===== src/design/page_mapped_ftl_greedy_gc_macros.svh =====
// Assertion macros for the top-level module
`ifndef PAGE_MAPPED_FTL_GREEDY_GC_MACROS_SVH
`define PAGE_MAPPED_FTL_GREEDY_GC_MACROS_SVH

// Same-cycle implication, checked on every clock edge out of reset
`define FTLGC_ASSERT_NOW(lbl, ante, cons, msg) \
    lbl: assert property (@(posedge i_clk) disable iff (!i_rst_n) (ante) |-> (cons)) \
        else $error(msg);

// Next-cycle implication
`define FTLGC_ASSERT_NEXT(lbl, ante, cons, msg) \
    lbl: assert property (@(posedge i_clk) disable iff (!i_rst_n) (ante) |=> (cons)) \
        else $error(msg);

`endif


===== src/design/ftlgc_pkg.sv =====
package ftlgc_pkg;

    // Geometry
    localparam int LBA_COUNT     = 64;
    localparam int BLOCK_COUNT   = 16;
    localparam int PAGES_PER_BLK = 8;
    localparam int TOTAL_PAGES   = BLOCK_COUNT * PAGES_PER_BLK;

    // Widths set by the request and result fields
    localparam int BLK_W  = 4;
    localparam int PG_W   = 3;
    localparam int LBAF_W = 7;
    localparam int CNT_W  = 16;
    localparam int THR_W  = 5;

    // Derived widths
    localparam int LBA_W = (LBA_COUNT > 1) ? $clog2(LBA_COUNT) : 1;
    localparam int PA_W  = $clog2(TOTAL_PAGES);
    localparam int WP_W  = $clog2(PAGES_PER_BLK + 1);
    localparam int FC_W  = $clog2(BLOCK_COUNT + 1);

    typedef enum logic [1:0] {
        ACT_WRITE = 2'd0,
        ACT_READ  = 2'd1,
        ACT_TRIM  = 2'd2,
        ACT_NONE  = 2'd3
    } t_action;

    typedef enum logic [2:0] {
        K_WRITE = 3'd0,
        K_READ  = 3'd1,
        K_TRIM  = 3'd2,
        K_RELOC = 3'd3,
        K_ERASE = 3'd4
    } t_kind;

    typedef enum logic [1:0] {
        ST_OK      = 2'd0,
        ST_BAD_LBA = 2'd1,
        ST_UNMAP   = 2'd2,
        ST_NOSPACE = 2'd3
    } t_status;

    typedef enum logic [1:0] {
        PG_FREE    = 2'd0,
        PG_VALID   = 2'd1,
        PG_INVALID = 2'd2,
        PG_RSVD    = 2'd3
    } t_pstate;

    // Source of the location fields of a result
    typedef enum logic [1:0] {
        ES_ZERO  = 2'd0,
        ES_MAP   = 2'd1,
        ES_PROG  = 2'd2,
        ES_ERASE = 2'd3
    } t_esrc;

    // Source of the lba field of a result
    typedef enum logic [1:0] {
        LS_HOST  = 2'd0,
        LS_OWNER = 2'd1,
        LS_ZERO  = 2'd2
    } t_lsel;

    typedef enum logic [3:0] {
        S_IDLE,
        S_DECODE,
        S_MAP,
        S_GCSCAN,
        S_RRD,
        S_RCHK,
        S_RSCAN,
        S_RPROG,
        S_REMIT,
        S_ERASE,
        S_OPEN,
        S_OSCAN,
        S_PROG,
        S_PEMIT
    } t_state;

    typedef struct packed {
        logic [1:0]        action;
        logic [LBAF_W-1:0] lba;
    } t_req;

    typedef struct packed {
        logic [2:0]        kind;
        logic [1:0]        status;
        logic [LBAF_W-1:0] out_lba;
        logic [BLK_W-1:0]  phys_block;
        logic [PG_W-1:0]   phys_page;
        logic              mapped;
        logic [CNT_W-1:0]  host_writes;
        logic [CNT_W-1:0]  nand_programs;
        logic [CNT_W-1:0]  gc_runs;
        logic              last;
    } t_res;

    // Controller to datapath
    typedef struct packed {
        logic       latch;
        logic       map_rd;
        logic       unmap_old;
        logic       hw_inc;
        logic       gc_inc;
        logic       scan_start;
        logic       rp_clr;
        logic       rp_inc;
        logic       ps_rd;
        logic       open_take;
        logic       open_kill;
        logic       prog;
        logic       prog_reloc;
        logic       erase;
        logic       emit;
        logic [2:0] e_kind;
        logic [1:0] e_status;
        t_esrc      e_src;
        t_lsel      e_lsel;
        logic       e_last;
    } t_cmd;

    // Datapath to controller
    typedef struct packed {
        logic [1:0] action;
        logic       lba_bad;
        logic       map_hit;
        logic       open_room;
        logic       scan_done;
        logic       gc_need;
        logic       vic_ok;
        logic       first_ok;
        logic       pg_valid;
        logic       rp_last;
    } t_sts;

    // Flat page address of a block and page
    function automatic logic [PA_W-1:0] pidx(input logic [BLK_W-1:0] b,
                                             input logic [PG_W-1:0] p);
        int v;
        v = int'(b) * PAGES_PER_BLK + int'(p);
        return v[PA_W-1:0];
    endfunction

endpackage


===== src/design/ftlgc_ctrl.sv =====
module ftlgc_ctrl (
    input  logic              i_clk,
    input  logic              i_rst_n,
    input  logic              start,
    input  ftlgc_pkg::t_sts   i_sts,
    output ftlgc_pkg::t_cmd   o_cmd,
    output logic              busy
);

    ftlgc_pkg::t_state r_state, n_state;

    // Hold state
    always_ff @(posedge i_clk) begin
        if (!i_rst_n) begin
            r_state <= ftlgc_pkg::S_IDLE;
        end else begin
            r_state <= n_state;
        end
    end

    assign busy = (r_state != ftlgc_pkg::S_IDLE);

    // Next state
    always_comb begin
        n_state = r_state;
        case (r_state)
            ftlgc_pkg::S_IDLE: begin
                if (start) n_state = ftlgc_pkg::S_DECODE;
            end
            ftlgc_pkg::S_DECODE: begin
                if (i_sts.action == ftlgc_pkg::ACT_NONE || i_sts.lba_bad) begin
                    n_state = ftlgc_pkg::S_IDLE;
                end else begin
                    n_state = ftlgc_pkg::S_MAP;
                end
            end
            ftlgc_pkg::S_MAP: begin
                if (i_sts.action != ftlgc_pkg::ACT_WRITE) n_state = ftlgc_pkg::S_IDLE;
                else if (i_sts.open_room) n_state = ftlgc_pkg::S_PROG;
                else n_state = ftlgc_pkg::S_GCSCAN;
            end
            ftlgc_pkg::S_GCSCAN: begin
                if (i_sts.scan_done) begin
                    if (i_sts.gc_need && i_sts.vic_ok) n_state = ftlgc_pkg::S_RRD;
                    else n_state = ftlgc_pkg::S_OPEN;
                end
            end
            ftlgc_pkg::S_RRD: n_state = ftlgc_pkg::S_RCHK;
            ftlgc_pkg::S_RCHK: begin
                if (i_sts.pg_valid) begin
                    n_state = i_sts.open_room ? ftlgc_pkg::S_RPROG : ftlgc_pkg::S_RSCAN;
                end else begin
                    n_state = i_sts.rp_last ? ftlgc_pkg::S_ERASE : ftlgc_pkg::S_RRD;
                end
            end
            ftlgc_pkg::S_RSCAN: begin
                if (i_sts.scan_done) begin
                    n_state = i_sts.first_ok ? ftlgc_pkg::S_RPROG : ftlgc_pkg::S_OPEN;
                end
            end
            ftlgc_pkg::S_RPROG: n_state = ftlgc_pkg::S_REMIT;
            ftlgc_pkg::S_REMIT: begin
                n_state = i_sts.rp_last ? ftlgc_pkg::S_ERASE : ftlgc_pkg::S_RRD;
            end
            ftlgc_pkg::S_ERASE: n_state = ftlgc_pkg::S_OPEN;
            ftlgc_pkg::S_OPEN: begin
                n_state = i_sts.open_room ? ftlgc_pkg::S_PROG : ftlgc_pkg::S_OSCAN;
            end
            ftlgc_pkg::S_OSCAN: begin
                if (i_sts.scan_done) begin
                    n_state = i_sts.first_ok ? ftlgc_pkg::S_PROG : ftlgc_pkg::S_IDLE;
                end
            end
            ftlgc_pkg::S_PROG:  n_state = ftlgc_pkg::S_PEMIT;
            ftlgc_pkg::S_PEMIT: n_state = ftlgc_pkg::S_IDLE;
            default:            n_state = ftlgc_pkg::S_IDLE;
        endcase
    end

    // Commands
    always_comb begin
        o_cmd          = '0;
        o_cmd.e_src    = ftlgc_pkg::ES_ZERO;
        o_cmd.e_lsel   = ftlgc_pkg::LS_HOST;
        case (r_state)
            ftlgc_pkg::S_IDLE: begin
                o_cmd.latch = start;
            end
            ftlgc_pkg::S_DECODE: begin
                if (i_sts.action != ftlgc_pkg::ACT_NONE) begin
                    if (i_sts.lba_bad) begin
                        o_cmd.emit     = 1'b1;
                        o_cmd.e_kind   = {1'b0, i_sts.action};
                        o_cmd.e_status = ftlgc_pkg::ST_BAD_LBA;
                        o_cmd.e_last   = 1'b1;
                    end else begin
                        o_cmd.map_rd = 1'b1;
                    end
                end
            end
            ftlgc_pkg::S_MAP: begin
                o_cmd.unmap_old = i_sts.map_hit && (i_sts.action != ftlgc_pkg::ACT_READ);
                if (i_sts.action == ftlgc_pkg::ACT_WRITE) begin
                    o_cmd.hw_inc     = 1'b1;
                    o_cmd.scan_start = !i_sts.open_room;
                end else begin
                    o_cmd.emit     = 1'b1;
                    o_cmd.e_last   = 1'b1;
                    o_cmd.e_status = i_sts.map_hit ? ftlgc_pkg::ST_OK : ftlgc_pkg::ST_UNMAP;
                    if (i_sts.action == ftlgc_pkg::ACT_READ) begin
                        o_cmd.e_kind = ftlgc_pkg::K_READ;
                        o_cmd.e_src  = i_sts.map_hit ? ftlgc_pkg::ES_MAP : ftlgc_pkg::ES_ZERO;
                    end else begin
                        o_cmd.e_kind = ftlgc_pkg::K_TRIM;
                    end
                end
            end
            ftlgc_pkg::S_GCSCAN: begin
                if (i_sts.scan_done && i_sts.gc_need) begin
                    o_cmd.gc_inc = 1'b1;
                    o_cmd.rp_clr = 1'b1;
                end
            end
            ftlgc_pkg::S_RRD: begin
                o_cmd.ps_rd = 1'b1;
            end
            ftlgc_pkg::S_RCHK: begin
                if (i_sts.pg_valid) begin
                    o_cmd.scan_start = !i_sts.open_room;
                end else begin
                    o_cmd.rp_inc = !i_sts.rp_last;
                end
            end
            ftlgc_pkg::S_RSCAN: begin
                if (i_sts.scan_done) begin
                    if (i_sts.first_ok) begin
                        o_cmd.open_take = 1'b1;
                    end else begin
                        o_cmd.open_kill = 1'b1;
                        o_cmd.emit      = 1'b1;
                        o_cmd.e_kind    = ftlgc_pkg::K_RELOC;
                        o_cmd.e_status  = ftlgc_pkg::ST_NOSPACE;
                        o_cmd.e_lsel    = ftlgc_pkg::LS_OWNER;
                    end
                end
            end
            ftlgc_pkg::S_RPROG: begin
                o_cmd.prog       = 1'b1;
                o_cmd.prog_reloc = 1'b1;
            end
            ftlgc_pkg::S_REMIT: begin
                o_cmd.emit     = 1'b1;
                o_cmd.e_kind   = ftlgc_pkg::K_RELOC;
                o_cmd.e_status = ftlgc_pkg::ST_OK;
                o_cmd.e_src    = ftlgc_pkg::ES_PROG;
                o_cmd.e_lsel   = ftlgc_pkg::LS_OWNER;
                o_cmd.rp_inc   = !i_sts.rp_last;
            end
            ftlgc_pkg::S_ERASE: begin
                o_cmd.erase    = 1'b1;
                o_cmd.emit     = 1'b1;
                o_cmd.e_kind   = ftlgc_pkg::K_ERASE;
                o_cmd.e_status = ftlgc_pkg::ST_OK;
                o_cmd.e_src    = ftlgc_pkg::ES_ERASE;
                o_cmd.e_lsel   = ftlgc_pkg::LS_ZERO;
            end
            ftlgc_pkg::S_OPEN: begin
                o_cmd.scan_start = !i_sts.open_room;
            end
            ftlgc_pkg::S_OSCAN: begin
                if (i_sts.scan_done) begin
                    if (i_sts.first_ok) begin
                        o_cmd.open_take = 1'b1;
                    end else begin
                        o_cmd.open_kill = 1'b1;
                        o_cmd.emit      = 1'b1;
                        o_cmd.e_kind    = ftlgc_pkg::K_WRITE;
                        o_cmd.e_status  = ftlgc_pkg::ST_NOSPACE;
                        o_cmd.e_last    = 1'b1;
                    end
                end
            end
            ftlgc_pkg::S_PROG: begin
                o_cmd.prog = 1'b1;
            end
            ftlgc_pkg::S_PEMIT: begin
                o_cmd.emit     = 1'b1;
                o_cmd.e_kind   = ftlgc_pkg::K_WRITE;
                o_cmd.e_status = ftlgc_pkg::ST_OK;
                o_cmd.e_src    = ftlgc_pkg::ES_PROG;
                o_cmd.e_last   = 1'b1;
            end
            default: begin
                o_cmd.latch = 1'b0;
            end
        endcase
    end

endmodule


===== src/design/ftlgc_dp.sv =====
module ftlgc_dp (
    input  logic                          i_clk,
    input  logic                          i_rst_n,
    input  ftlgc_pkg::t_req               i_req,
    input  logic                          i_cfg_we,
    input  logic [ftlgc_pkg::THR_W-1:0]   i_cfg_data,
    input  ftlgc_pkg::t_cmd               i_cmd,
    output ftlgc_pkg::t_sts               o_sts,
    output ftlgc_pkg::t_res               o_res,
    output logic                          o_res_valid
);

    localparam int PA_W  = ftlgc_pkg::PA_W;
    localparam int BLK_W = ftlgc_pkg::BLK_W;
    localparam int PG_W  = ftlgc_pkg::PG_W;
    localparam int WP_W  = ftlgc_pkg::WP_W;
    localparam int FC_W  = ftlgc_pkg::FC_W;
    localparam int LBA_W = ftlgc_pkg::LBA_W;
    localparam int LF_W  = ftlgc_pkg::LBAF_W;
    localparam int CNT_W = ftlgc_pkg::CNT_W;
    localparam int MAP_W = BLK_W + PG_W;
    localparam logic [PG_W-1:0]  PG_LAST  = PG_W'(ftlgc_pkg::PAGES_PER_BLK - 1);
    localparam logic [BLK_W-1:0] BLK_LAST = BLK_W'(ftlgc_pkg::BLOCK_COUNT - 1);
    localparam logic [WP_W-1:0]  WP_FULL  = WP_W'(ftlgc_pkg::PAGES_PER_BLK);

    // Memories
    logic [1:0]       ps_mem  [ftlgc_pkg::TOTAL_PAGES];
    logic [ftlgc_pkg::TOTAL_PAGES-1:0] ps_vld;
    logic [LF_W-1:0]  own_mem [ftlgc_pkg::TOTAL_PAGES];
    logic [MAP_W-1:0] map_mem [ftlgc_pkg::LBA_COUNT];
    logic [ftlgc_pkg::LBA_COUNT-1:0] map_vld;

    // Request, configuration, counters, open block
    logic [1:0]       r_action;
    logic [LF_W-1:0]  r_lba;
    logic [ftlgc_pkg::THR_W-1:0] r_thr;
    logic [CNT_W-1:0] r_hw, r_np, r_gc;
    logic             r_open_vld;
    logic [BLK_W-1:0] r_open_blk;
    logic [WP_W-1:0]  r_wp;
    logic [BLK_W-1:0] r_pl_blk;
    logic [PG_W-1:0]  r_pl_pg;
    logic [PG_W-1:0]  r_rp;

    // Read data
    logic [MAP_W-1:0] r_map_q;
    logic             r_map_hit;
    logic [1:0]       r_ps_raw;
    logic             r_ps_vq;
    logic [LF_W-1:0]  r_own_q;

    // Scan
    logic             r_sc_run, r_sc_done;
    logic [BLK_W-1:0] r_sc_blk, r_q_blk;
    logic [PG_W-1:0]  r_sc_pg, r_q_pg;
    logic             r_q_run, r_q_last;
    logic             r_acc_free;
    logic [WP_W-1:0]  r_acc_inv, r_best;
    logic [FC_W-1:0]  r_free_cnt;
    logic             r_first_ok, r_vic_ok;
    logic [BLK_W-1:0] r_first_blk, r_vic_blk;
    logic [BLK_W-1:0] r_gc_blk;

    ftlgc_pkg::t_res  r_res;
    logic             r_res_vld;

    logic             lba_ok;
    logic [LBA_W-1:0] lba_idx;
    logic [LF_W-1:0]  prog_lba;
    logic             prog_lba_ok;
    logic [LBA_W-1:0] prog_idx;
    logic [PA_W-1:0]  prog_pa;
    logic [PA_W-1:0]  old_pa;
    logic [PA_W-1:0]  rd_pa;
    logic             ps_we;
    logic [PA_W-1:0]  ps_wa;
    logic [1:0]       ps_wd;
    logic [1:0]       ps_eff;
    logic             cur_free;
    logic [WP_W-1:0]  cur_inv;
    logic             open_room;

    assign lba_ok   = ({1'b0, r_lba} < (LF_W + 1)'(ftlgc_pkg::LBA_COUNT));
    assign lba_idx  = r_lba[LBA_W-1:0];
    assign prog_lba = i_cmd.prog_reloc ? r_own_q : r_lba;
    assign prog_lba_ok = ({1'b0, prog_lba} < (LF_W + 1)'(ftlgc_pkg::LBA_COUNT));
    assign prog_idx = prog_lba[LBA_W-1:0];
    assign prog_pa  = ftlgc_pkg::pidx(r_open_blk, r_wp[PG_W-1:0]);
    assign old_pa   = ftlgc_pkg::pidx(r_map_q[MAP_W-1:PG_W], r_map_q[PG_W-1:0]);
    assign rd_pa    = r_sc_run ? ftlgc_pkg::pidx(r_sc_blk, r_sc_pg)
                               : ftlgc_pkg::pidx(r_gc_blk, r_rp);
    assign ps_eff   = r_ps_vq ? r_ps_raw : ftlgc_pkg::PG_FREE;
    assign open_room = r_open_vld && (r_wp < WP_FULL);

    // Select the page state write
    always_comb begin
        ps_we = i_cmd.prog || i_cmd.unmap_old;
        ps_wa = i_cmd.prog ? prog_pa : old_pa;
        ps_wd = i_cmd.prog ? ftlgc_pkg::PG_VALID : ftlgc_pkg::PG_INVALID;
    end

    // Page state, owner and map memories
    always_ff @(posedge i_clk) begin
        if (ps_we) ps_mem[ps_wa] <= ps_wd;
        if (i_cmd.prog) own_mem[prog_pa] <= prog_lba;
        if (i_cmd.prog && prog_lba_ok) map_mem[prog_idx] <= {r_open_blk, r_wp[PG_W-1:0]};
        r_ps_raw <= ps_mem[rd_pa];
        r_ps_vq  <= ps_vld[rd_pa];
        if (i_cmd.ps_rd) r_own_q <= own_mem[rd_pa];
        if (i_cmd.map_rd) begin
            r_map_q   <= map_mem[lba_idx];
            r_map_hit <= map_vld[lba_idx];
        end
    end

    // Valid bits: a page without one reads as free, an lba without one as unmapped
    always_ff @(posedge i_clk) begin
        if (!i_rst_n) begin
            ps_vld  <= '0;
            map_vld <= '0;
        end else begin
            if (i_cmd.erase) begin
                for (int p = 0; p < ftlgc_pkg::PAGES_PER_BLK; p++) begin
                    ps_vld[ftlgc_pkg::pidx(r_gc_blk, PG_W'(p))] <= 1'b0;
                end
            end
            if (ps_we) ps_vld[ps_wa] <= 1'b1;
            if (i_cmd.unmap_old) map_vld[lba_idx] <= 1'b0;
            if (i_cmd.prog && prog_lba_ok) map_vld[prog_idx] <= 1'b1;
        end
    end

    // Latch the request
    always_ff @(posedge i_clk) begin
        if (i_cmd.latch) begin
            r_action <= i_req.action;
            r_lba    <= i_req.lba;
        end
    end

    // Threshold, counters, open block, relocation page pointer
    always_ff @(posedge i_clk) begin
        if (!i_rst_n) begin
            r_thr      <= ftlgc_pkg::THR_W'(1);
            r_hw       <= '0;
            r_np       <= '0;
            r_gc       <= '0;
            r_open_vld <= 1'b1;
            r_open_blk <= '0;
            r_wp       <= '0;
            r_rp       <= '0;
        end else begin
            if (i_cfg_we) r_thr <= i_cfg_data;
            if (i_cmd.hw_inc) r_hw <= r_hw + 1'b1;
            if (i_cmd.gc_inc) r_gc <= r_gc + 1'b1;
            if (i_cmd.rp_clr) r_rp <= '0;
            else if (i_cmd.rp_inc) r_rp <= r_rp + 1'b1;
            if (i_cmd.open_take) begin
                r_open_vld <= 1'b1;
                r_open_blk <= r_first_blk;
                r_wp       <= '0;
            end else if (i_cmd.open_kill) begin
                r_open_vld <= 1'b0;
                r_open_blk <= '0;
                r_wp       <= '0;
            end else if (i_cmd.prog) begin
                r_wp <= r_wp + 1'b1;
            end
            if (i_cmd.prog) r_np <= r_np + 1'b1;
        end
    end

    // Hold the placement, and the victim for the whole collection since later scans
    // overwrite the scan's victim
    always_ff @(posedge i_clk) begin
        if (i_cmd.prog) begin
            r_pl_blk <= r_open_blk;
            r_pl_pg  <= r_wp[PG_W-1:0];
        end
        if (i_cmd.rp_clr) r_gc_blk <= r_vic_blk;
    end

    // Scan: fold one page state per cycle into free count, first free and victim
    assign cur_free = r_acc_free && (ps_eff == ftlgc_pkg::PG_FREE);
    assign cur_inv  = r_acc_inv + WP_W'(ps_eff == ftlgc_pkg::PG_INVALID);

    always_ff @(posedge i_clk) begin
        if (!i_rst_n) begin
            r_sc_run  <= 1'b0;
            r_sc_done <= 1'b0;
            r_q_run   <= 1'b0;
        end else if (i_cmd.scan_start) begin
            r_sc_run  <= 1'b1;
            r_sc_done <= 1'b0;
            r_q_run   <= 1'b0;
        end else begin
            r_q_run <= r_sc_run;
            if (r_sc_run && r_sc_pg == PG_LAST && r_sc_blk == BLK_LAST) r_sc_run <= 1'b0;
            if (r_q_run && r_q_last) r_sc_done <= 1'b1;
        end
    end

    always_ff @(posedge i_clk) begin
        if (i_cmd.scan_start) begin
            r_sc_blk   <= '0;
            r_sc_pg    <= '0;
            r_acc_free <= 1'b1;
            r_acc_inv  <= '0;
            r_best     <= '0;
            r_free_cnt <= '0;
            r_first_ok <= 1'b0;
            r_vic_ok   <= 1'b0;
        end else begin
            if (r_sc_run) begin
                if (r_sc_pg == PG_LAST) begin
                    r_sc_pg  <= '0;
                    r_sc_blk <= r_sc_blk + 1'b1;
                end else begin
                    r_sc_pg <= r_sc_pg + 1'b1;
                end
            end
            if (r_q_run) begin
                if (r_q_pg == PG_LAST) begin
                    r_acc_free <= 1'b1;
                    r_acc_inv  <= '0;
                    if (cur_free) begin
                        r_free_cnt <= r_free_cnt + 1'b1;
                        if (!r_first_ok) begin
                            r_first_ok  <= 1'b1;
                            r_first_blk <= r_q_blk;
                        end
                    end
                    if (!(r_open_vld && r_open_blk == r_q_blk) && cur_inv > r_best) begin
                        r_best    <= cur_inv;
                        r_vic_ok  <= 1'b1;
                        r_vic_blk <= r_q_blk;
                    end
                end else begin
                    r_acc_free <= cur_free;
                    r_acc_inv  <= cur_inv;
                end
            end
        end
        r_q_blk  <= r_sc_blk;
        r_q_pg   <= r_sc_pg;
        r_q_last <= (r_sc_pg == PG_LAST) && (r_sc_blk == BLK_LAST);
    end

    // Result register
    always_ff @(posedge i_clk) begin
        if (!i_rst_n) begin
            r_res_vld <= 1'b0;
        end else begin
            r_res_vld <= i_cmd.emit;
        end
    end

    always_ff @(posedge i_clk) begin
        if (i_cmd.emit) begin
            r_res.kind          <= i_cmd.e_kind;
            r_res.status        <= i_cmd.e_status;
            r_res.host_writes   <= r_hw;
            r_res.nand_programs <= r_np;
            r_res.gc_runs       <= r_gc;
            r_res.last          <= i_cmd.e_last;
            case (i_cmd.e_lsel)
                ftlgc_pkg::LS_HOST:  r_res.out_lba <= r_lba;
                ftlgc_pkg::LS_OWNER: r_res.out_lba <= r_own_q;
                default:             r_res.out_lba <= '0;
            endcase
            case (i_cmd.e_src)
                ftlgc_pkg::ES_MAP: begin
                    r_res.phys_block <= r_map_q[MAP_W-1:PG_W];
                    r_res.phys_page  <= r_map_q[PG_W-1:0];
                    r_res.mapped     <= 1'b1;
                end
                ftlgc_pkg::ES_PROG: begin
                    r_res.phys_block <= r_pl_blk;
                    r_res.phys_page  <= r_pl_pg;
                    r_res.mapped     <= 1'b1;
                end
                ftlgc_pkg::ES_ERASE: begin
                    r_res.phys_block <= r_gc_blk;
                    r_res.phys_page  <= '0;
                    r_res.mapped     <= 1'b0;
                end
                default: begin
                    r_res.phys_block <= '0;
                    r_res.phys_page  <= '0;
                    r_res.mapped     <= 1'b0;
                end
            endcase
        end
    end

    assign o_res       = r_res;
    assign o_res_valid = r_res_vld;

    // Status to the controller
    always_comb begin
        o_sts.action    = r_action;
        o_sts.lba_bad   = !lba_ok;
        o_sts.map_hit   = r_map_hit;
        o_sts.open_room = open_room;
        o_sts.scan_done = r_sc_done;
        o_sts.gc_need   = ({1'b0, r_free_cnt} <= (FC_W + 1)'(r_thr));
        o_sts.vic_ok    = r_vic_ok;
        o_sts.first_ok  = r_first_ok;
        o_sts.pg_valid  = (ps_eff == ftlgc_pkg::PG_VALID);
        o_sts.rp_last   = (r_rp == PG_LAST);
    end

endmodule


===== src/design/page_mapped_ftl_greedy_gc.sv =====
// Page-mapped flash translation layer with greedy garbage collection.
// Requests: drive i_req (action, lba) and pulse start while busy is low; the
// request is taken at that edge and busy falls as its last result is shown.
// Results: each shows on o_res for one cycle with o_res_valid high; the
// final result of a request has last set. The receiver cannot stall them.
// Configuration: i_cfg_we with i_cfg_data writes the GC free-block
// threshold; write it only while busy is low.
// Flow: range errors answer at decode, reads and trims after the map lookup,
// and a write into an open block with room programs its next page. When the
// open block is full, a scan of all BLOCK_COUNT*PAGES_PER_BLK page states
// (one page per cycle) counts free blocks and picks the victim; each victim
// page is read and checked and, when valid, relocated, with another scan when
// the open block fills; then the victim is erased, and taking a new block
// costs another scan. Worst case is three scans, when relocation finds no
// free block; the single page-state memory read port sets the scan rate.
// Reset: synchronous, active low; all lbas unmapped, all pages free, block 0
// open at page 0, counters zero, threshold 1. No clearing pass is needed.
`include "page_mapped_ftl_greedy_gc_macros.svh"

module page_mapped_ftl_greedy_gc (
    input  logic                          i_clk,
    input  logic                          i_rst_n,
    input  logic                          start,
    input  ftlgc_pkg::t_req               i_req,
    output logic                          busy,
    input  logic                          i_cfg_we,
    input  logic [ftlgc_pkg::THR_W-1:0]   i_cfg_data,
    output ftlgc_pkg::t_res               o_res,
    output logic                          o_res_valid
);

    ftlgc_pkg::t_cmd cmd;
    ftlgc_pkg::t_sts sts;

    // Sequence the request
    ftlgc_ctrl u_ctrl (
        .i_clk   (i_clk),
        .i_rst_n (i_rst_n),
        .start   (start),
        .i_sts   (sts),
        .o_cmd   (cmd),
        .busy    (busy)
    );

    // Hold tables, scan and results
    ftlgc_dp u_dp (
        .i_clk       (i_clk),
        .i_rst_n     (i_rst_n),
        .i_req       (i_req),
        .i_cfg_we    (i_cfg_we),
        .i_cfg_data  (i_cfg_data),
        .i_cmd       (cmd),
        .o_sts       (sts),
        .o_res       (o_res),
        .o_res_valid (o_res_valid)
    );

    `FTLGC_ASSERT_NEXT(a_take_busy, start && !busy, busy, "request taken but not busy")
    `FTLGC_ASSERT_NOW(a_mid_busy, o_res_valid && !o_res.last, busy, "result chain ended early")
    `FTLGC_ASSERT_NOW(a_map_ok, o_res_valid && o_res.mapped, o_res.status == ftlgc_pkg::ST_OK, "mapped result with error status")

endmodule


===== config.mk =====
export PLATFORM = sky130hd
export DESIGN_NAME = page_mapped_ftl_greedy_gc
export DESIGN_NICKNAME = d
export VERILOG_FILES = /design/src/design/ftlgc_pkg.sv /design/src/design/ftlgc_ctrl.sv /design/src/design/ftlgc_dp.sv /design/src/design/page_mapped_ftl_greedy_gc.sv
export VERILOG_INCLUDE_DIRS = /design/src /design/src/design
export SDC_FILE = /design/constraint.sdc
export NUM_CORES = 2
export LEC_CHECK = 0
export ABC_AREA = 1
export BUFFER_PORTS_ARGS = -buffer_cell sky130_fd_sc_hd__buf_2
export CORE_ASPECT_RATIO = 2
export CORE_UTILIZATION = 51
export DETAILED_ROUTE_END_ITERATION = 12
export GPL_TIMING_DRIVEN = 0
export PLACE_DENSITY_LB_ADDON = 0.15
export SLEW_MARGIN = 10
export SYNTH_ARGS = -nofsm -noshare
export SYNTH_HDL_FRONTEND = slang
export SYNTH_HIERARCHICAL = 1
export SYNTH_SLANG_ARGS = --single-unit
export TNS_END_PERCENT = 5

===== constraint.sdc =====
create_clock -name i_clk -period 6.35 [get_ports i_clk]
set_input_delay 0.635 -clock i_clk [delete_from_list [all_inputs] [get_ports i_clk]]
set_output_delay 0.635 -clock i_clk [all_outputs]
set_load 0.02 [all_outputs]

==> flow_summary.yaml <==
routing:
  drt_first_pass_iters: 7
  drt_iter0_markers: 7701
  viasPerCell: 6.09
  wirelength_mm: 349
  drc_errors: 0
  antenna_left: 0
  wl_per_cell_um: 32.4
  vias: 65643
place:
  placed_cells: 10429
  portBuffers: 88
  gp_congestion: 1.06
  dp_hpwl_mm: 251
synth:
  synth-edff-count: 1712
  async_flop_share_pct: 0
  synth_cells: 8177
  synth_area_mm2: 0.0851
  ys_seq_elements: 2011
  yosysSeqAreaShare_pct: 67.4
  avgSynthCellArea_um2: 10.4
  synthFlopType: "edfxtp_1"
  synth_cell_types: 48
  synth_nets: 8220
  ys.warnings.count: 6
sta:
  hold_violations: 0
  finalSetupViolations: 0
  rsz0062_at_grt: "false"
  min_period_over_period_pct: 96.1
  clock_skew_ns: 0.0378
  period_needed_ns: 6.10
  drv_slew: 0
  slew_headroom_pct: 0.664
  max_clock_freq_mhz: 164
  tns_ns: 0
  worst_slew_pin_slew_ns: 1.49
critical_path:
  cp_slowest_cell: "nand3_1"
  critPathMaxStageDelay_ns: 1.00
  endpoint_kind: "flip-flop"
  worstPathMaxFanout: 46
  critPathTopFamily: "simple AND/OR/NAND/NOR gates"
  reg2reg_slack_ns: 0.25
  cp.required_ns: 6.81
  path_cells: "inv_2 > nor2_2 > nand2_1 > nand2_4 > buf_16 > buf_4 > buf_4 > clkbuf_1 > nand3_1 > clkbuf_2 > nor2_1"
  startpoint_type: "flip-flop"
  cp_common_cell: "buf_4"
  crit_arrival_ns: 6.56
  worstSetupPathType: "reg -> reg"
  timing.critical_path.buf_inv: 6
floorplanning:
  core_mm2: 0.166
  die_h_um: 580
  rows: 211
  die_w_um: 291
  ios: 89
  start_util_pct: 51.4
  die_area_mm2: 0.169
power_and_ir_drop:
  p_per_area_mw_per_mm2: 285
  peakVddDrop_mv: 0.321
  p_leak_uw: 0.0355
cells_and_area:
  seq_area_mm2: 0.0574
  area_delta_synth_final_pct: 11.6
  finish.net_count: 8535
  multi_input_area_mm2: 0.0232
  drive_gt1_share_pct: 9.04
  fin_cells: 10770
  final.fill_count: 14366
grt:
  grt-ovfl-total: 0
  grt_pass1_wl_mm: 476
  grt_pass1_vias: 64390
  antenna_found_initial: 18
  grt_max_degree: 138
  grtUsageTotal_pct: 41.0
hold_path:
  hold_path_class: "in -> reg"
clock_network:
  cts_setup_buffers: 0
  clk_latency_ns: 0.85
  cts_sinks: 2011
  numCtsBuffers: 180
  cts_tree: "built"
  path_clk_slew_ns: 0.07
  htree_levels: 4
  cts_root_buf: "clkbuf_16"
  clock_path_buffers: 4
job:
  cap_violations: 1
status:
  violations: "max-capacitance violations"
  outcome: "finished with violations"
## state kept, by name, summed over array words and instances (netlist names), 5 cells and up
| register | count |
|---|---|
| u_dp/r_lba | 7 |
| u_dp/r_map_q | 7 |
| u_dp/r_thr | 5 |
| u_dp/r_hw | 16 |
| u_dp/map_mem | 448 |
| u_dp/map_vld | 64 |
| u_dp/own_mem | 896 |
| u_dp/o_res | 69 |
| u_dp/r_own_q | 7 |
| u_dp/ps_mem | 256 |
| u_dp/r_free_cnt | 5 |
| u_dp/r_gc | 16 |
| u_dp/ps_vld | 128 |
| u_dp/r_np | 16 |
## Yosys cell counts (3+ instances only)
cell / number / area share, %
nor4_1: 5 / 0.037
dfxtp_1: 299 / 7.0
o22ai_1: 8 / 0.059
a22o_1: 13 / 0.13
a21oi_1: 272 / 1.6
nand2_1: 2179 / 9.6
xnor2_1: 3 / 0.031
xor2_1: 6 / 0.062
nor2_2: 25 / 0.18
a221oi_1: 40 / 0.41
a22oi_1: 49 / 0.43
inv_2: 22 / 0.097
o21ai_2: 3 / 0.031
nor3_1: 42 / 0.25
a211oi_1: 4 / 0.035
o211ai_1: 13 / 0.11
o21ai_1: 10 / 0.059
nand3b_1: 121 / 1.1
clkbuf_1: 160 / 0.71
edfxtp_1: 1712 / 60
inv_1: 599 / 2.6
nor2_1: 630 / 2.8
o21ai_0: 164 / 0.96
buf_6: 25 / 0.33
buf_2: 207 / 1.2
buf_4: 40 / 0.35
nand2_2: 3 / 0.022
o21a_1: 5 / 0.044
nand3_1: 1381 / 8.1
nand4_1: 61 / 0.45
ha_1: 25 / 0.37
and3_1: 5 / 0.037
buf_1: 23 / 0.10
## worst reg2reg max path, delay by kind of cell (launching register included)
family	cells	cell delay, ns
and+or+nand+nor	5	2.96
DFF	1	0.43
buffers and inverters	6	2.35
## per-layer routing
layer	GRT usage [%]	up-vias	share of wire (%)
met5	0	-	0.027
met4	47.2	14	14
met3	7.89	1725	7.7
met2	70.4	3946	49
met1	38.1	31344	29
li1	-	28614	-
## cell usage in the layout (no fill, tap or decap), types with 175 or more instances in the layout
cell	synthesis	routed
inv_1	599	593
a21oi_1	272	272
clkbuf_16	0	183
clkbuf_1	160	175
buf_2	207	297
nor2_1	630	627
dfxtp_1	299	292
nand3_1	1381	1381
edfxtp_1	1712	1712
nand2_1	2179	2178
## logic make-up (layout without fill, tap and decap cells)
| family | Yosys count | count (layout) | share of synthesized area (%) |
|---|---|---|---|
| other cells | 0 | 13 | 0 |
| fa+ha+maj | 25 | 25 | 0.367 |
| buf+inv | 1081 | 1531 | 5.50 |
| compound gates | 591 | 591 | 3.98 |
| simple gates | 4460 | 4460 | 22.6 |
| xor+xnor | 9 | 9 | 0.0926 |
| flops | 2011 | 2011 | 67.4 |
## cell type report
class	count	area share, %
Clock buffer	234	5.16
Tap cell	2130	2.80
Timing Repair Buffer	133	1.27
Clock inverter	83	0.962
Sequential cell	2011	60.4
Inverter	624	2.51
Buffer	457	2.49
Antenna cell	13	0.0342
Multi-Input combinational cell	5085	24.4
## per-stage QoR
stage          worst slack [ns]  area (µm²)  util (%)  power (µW)  hold WS, ns
6_report                  0.246       95000      57.4       27100       0.0600
5_1_grt                   0.225       95000      57.4       27600       0.0732
4_1_cts                   0.343       95000      57.4       27100       0.0317
3_5_place_dp              0.367       89100      53.8       16200        0.376
3_3_place_gp              -6.09       88200      53.3       16200        0.375
2_1_floorplan              1.44       85100         -       15400        0.365
## power breakdown
part | internal (µW) | switching [µW]
Sequential | 14400 | 38.3
Clock | 6220 | 4880
Combinational | 310 | 1230
## path summary, 6_finish.rpt
| check | from | to | depth (start not counted) |
|---|---|---|---|
| max | u_ctrl/r_state[2] | u_dp/own_mem[77][3] | 11 |
| min | i_cfg_data[0] | u_dp/r_thr[0] | 3 |
| max reg2reg | u_ctrl/r_state[2] | u_dp/own_mem[77][3] | 11 |
| min reg2reg | u_dp/r_sc_pg[2] | u_dp/r_q_pg[2] | 0 |
## what timing repair did
| item | in CTS | in global routing |
|---|---|---|
| resized for setup | 0 | 0 |
| endpoints found under the hold margin | 9 | 0 |
| hold buffers | 9 | 0 |
Power figures use the tool's default switching activity.
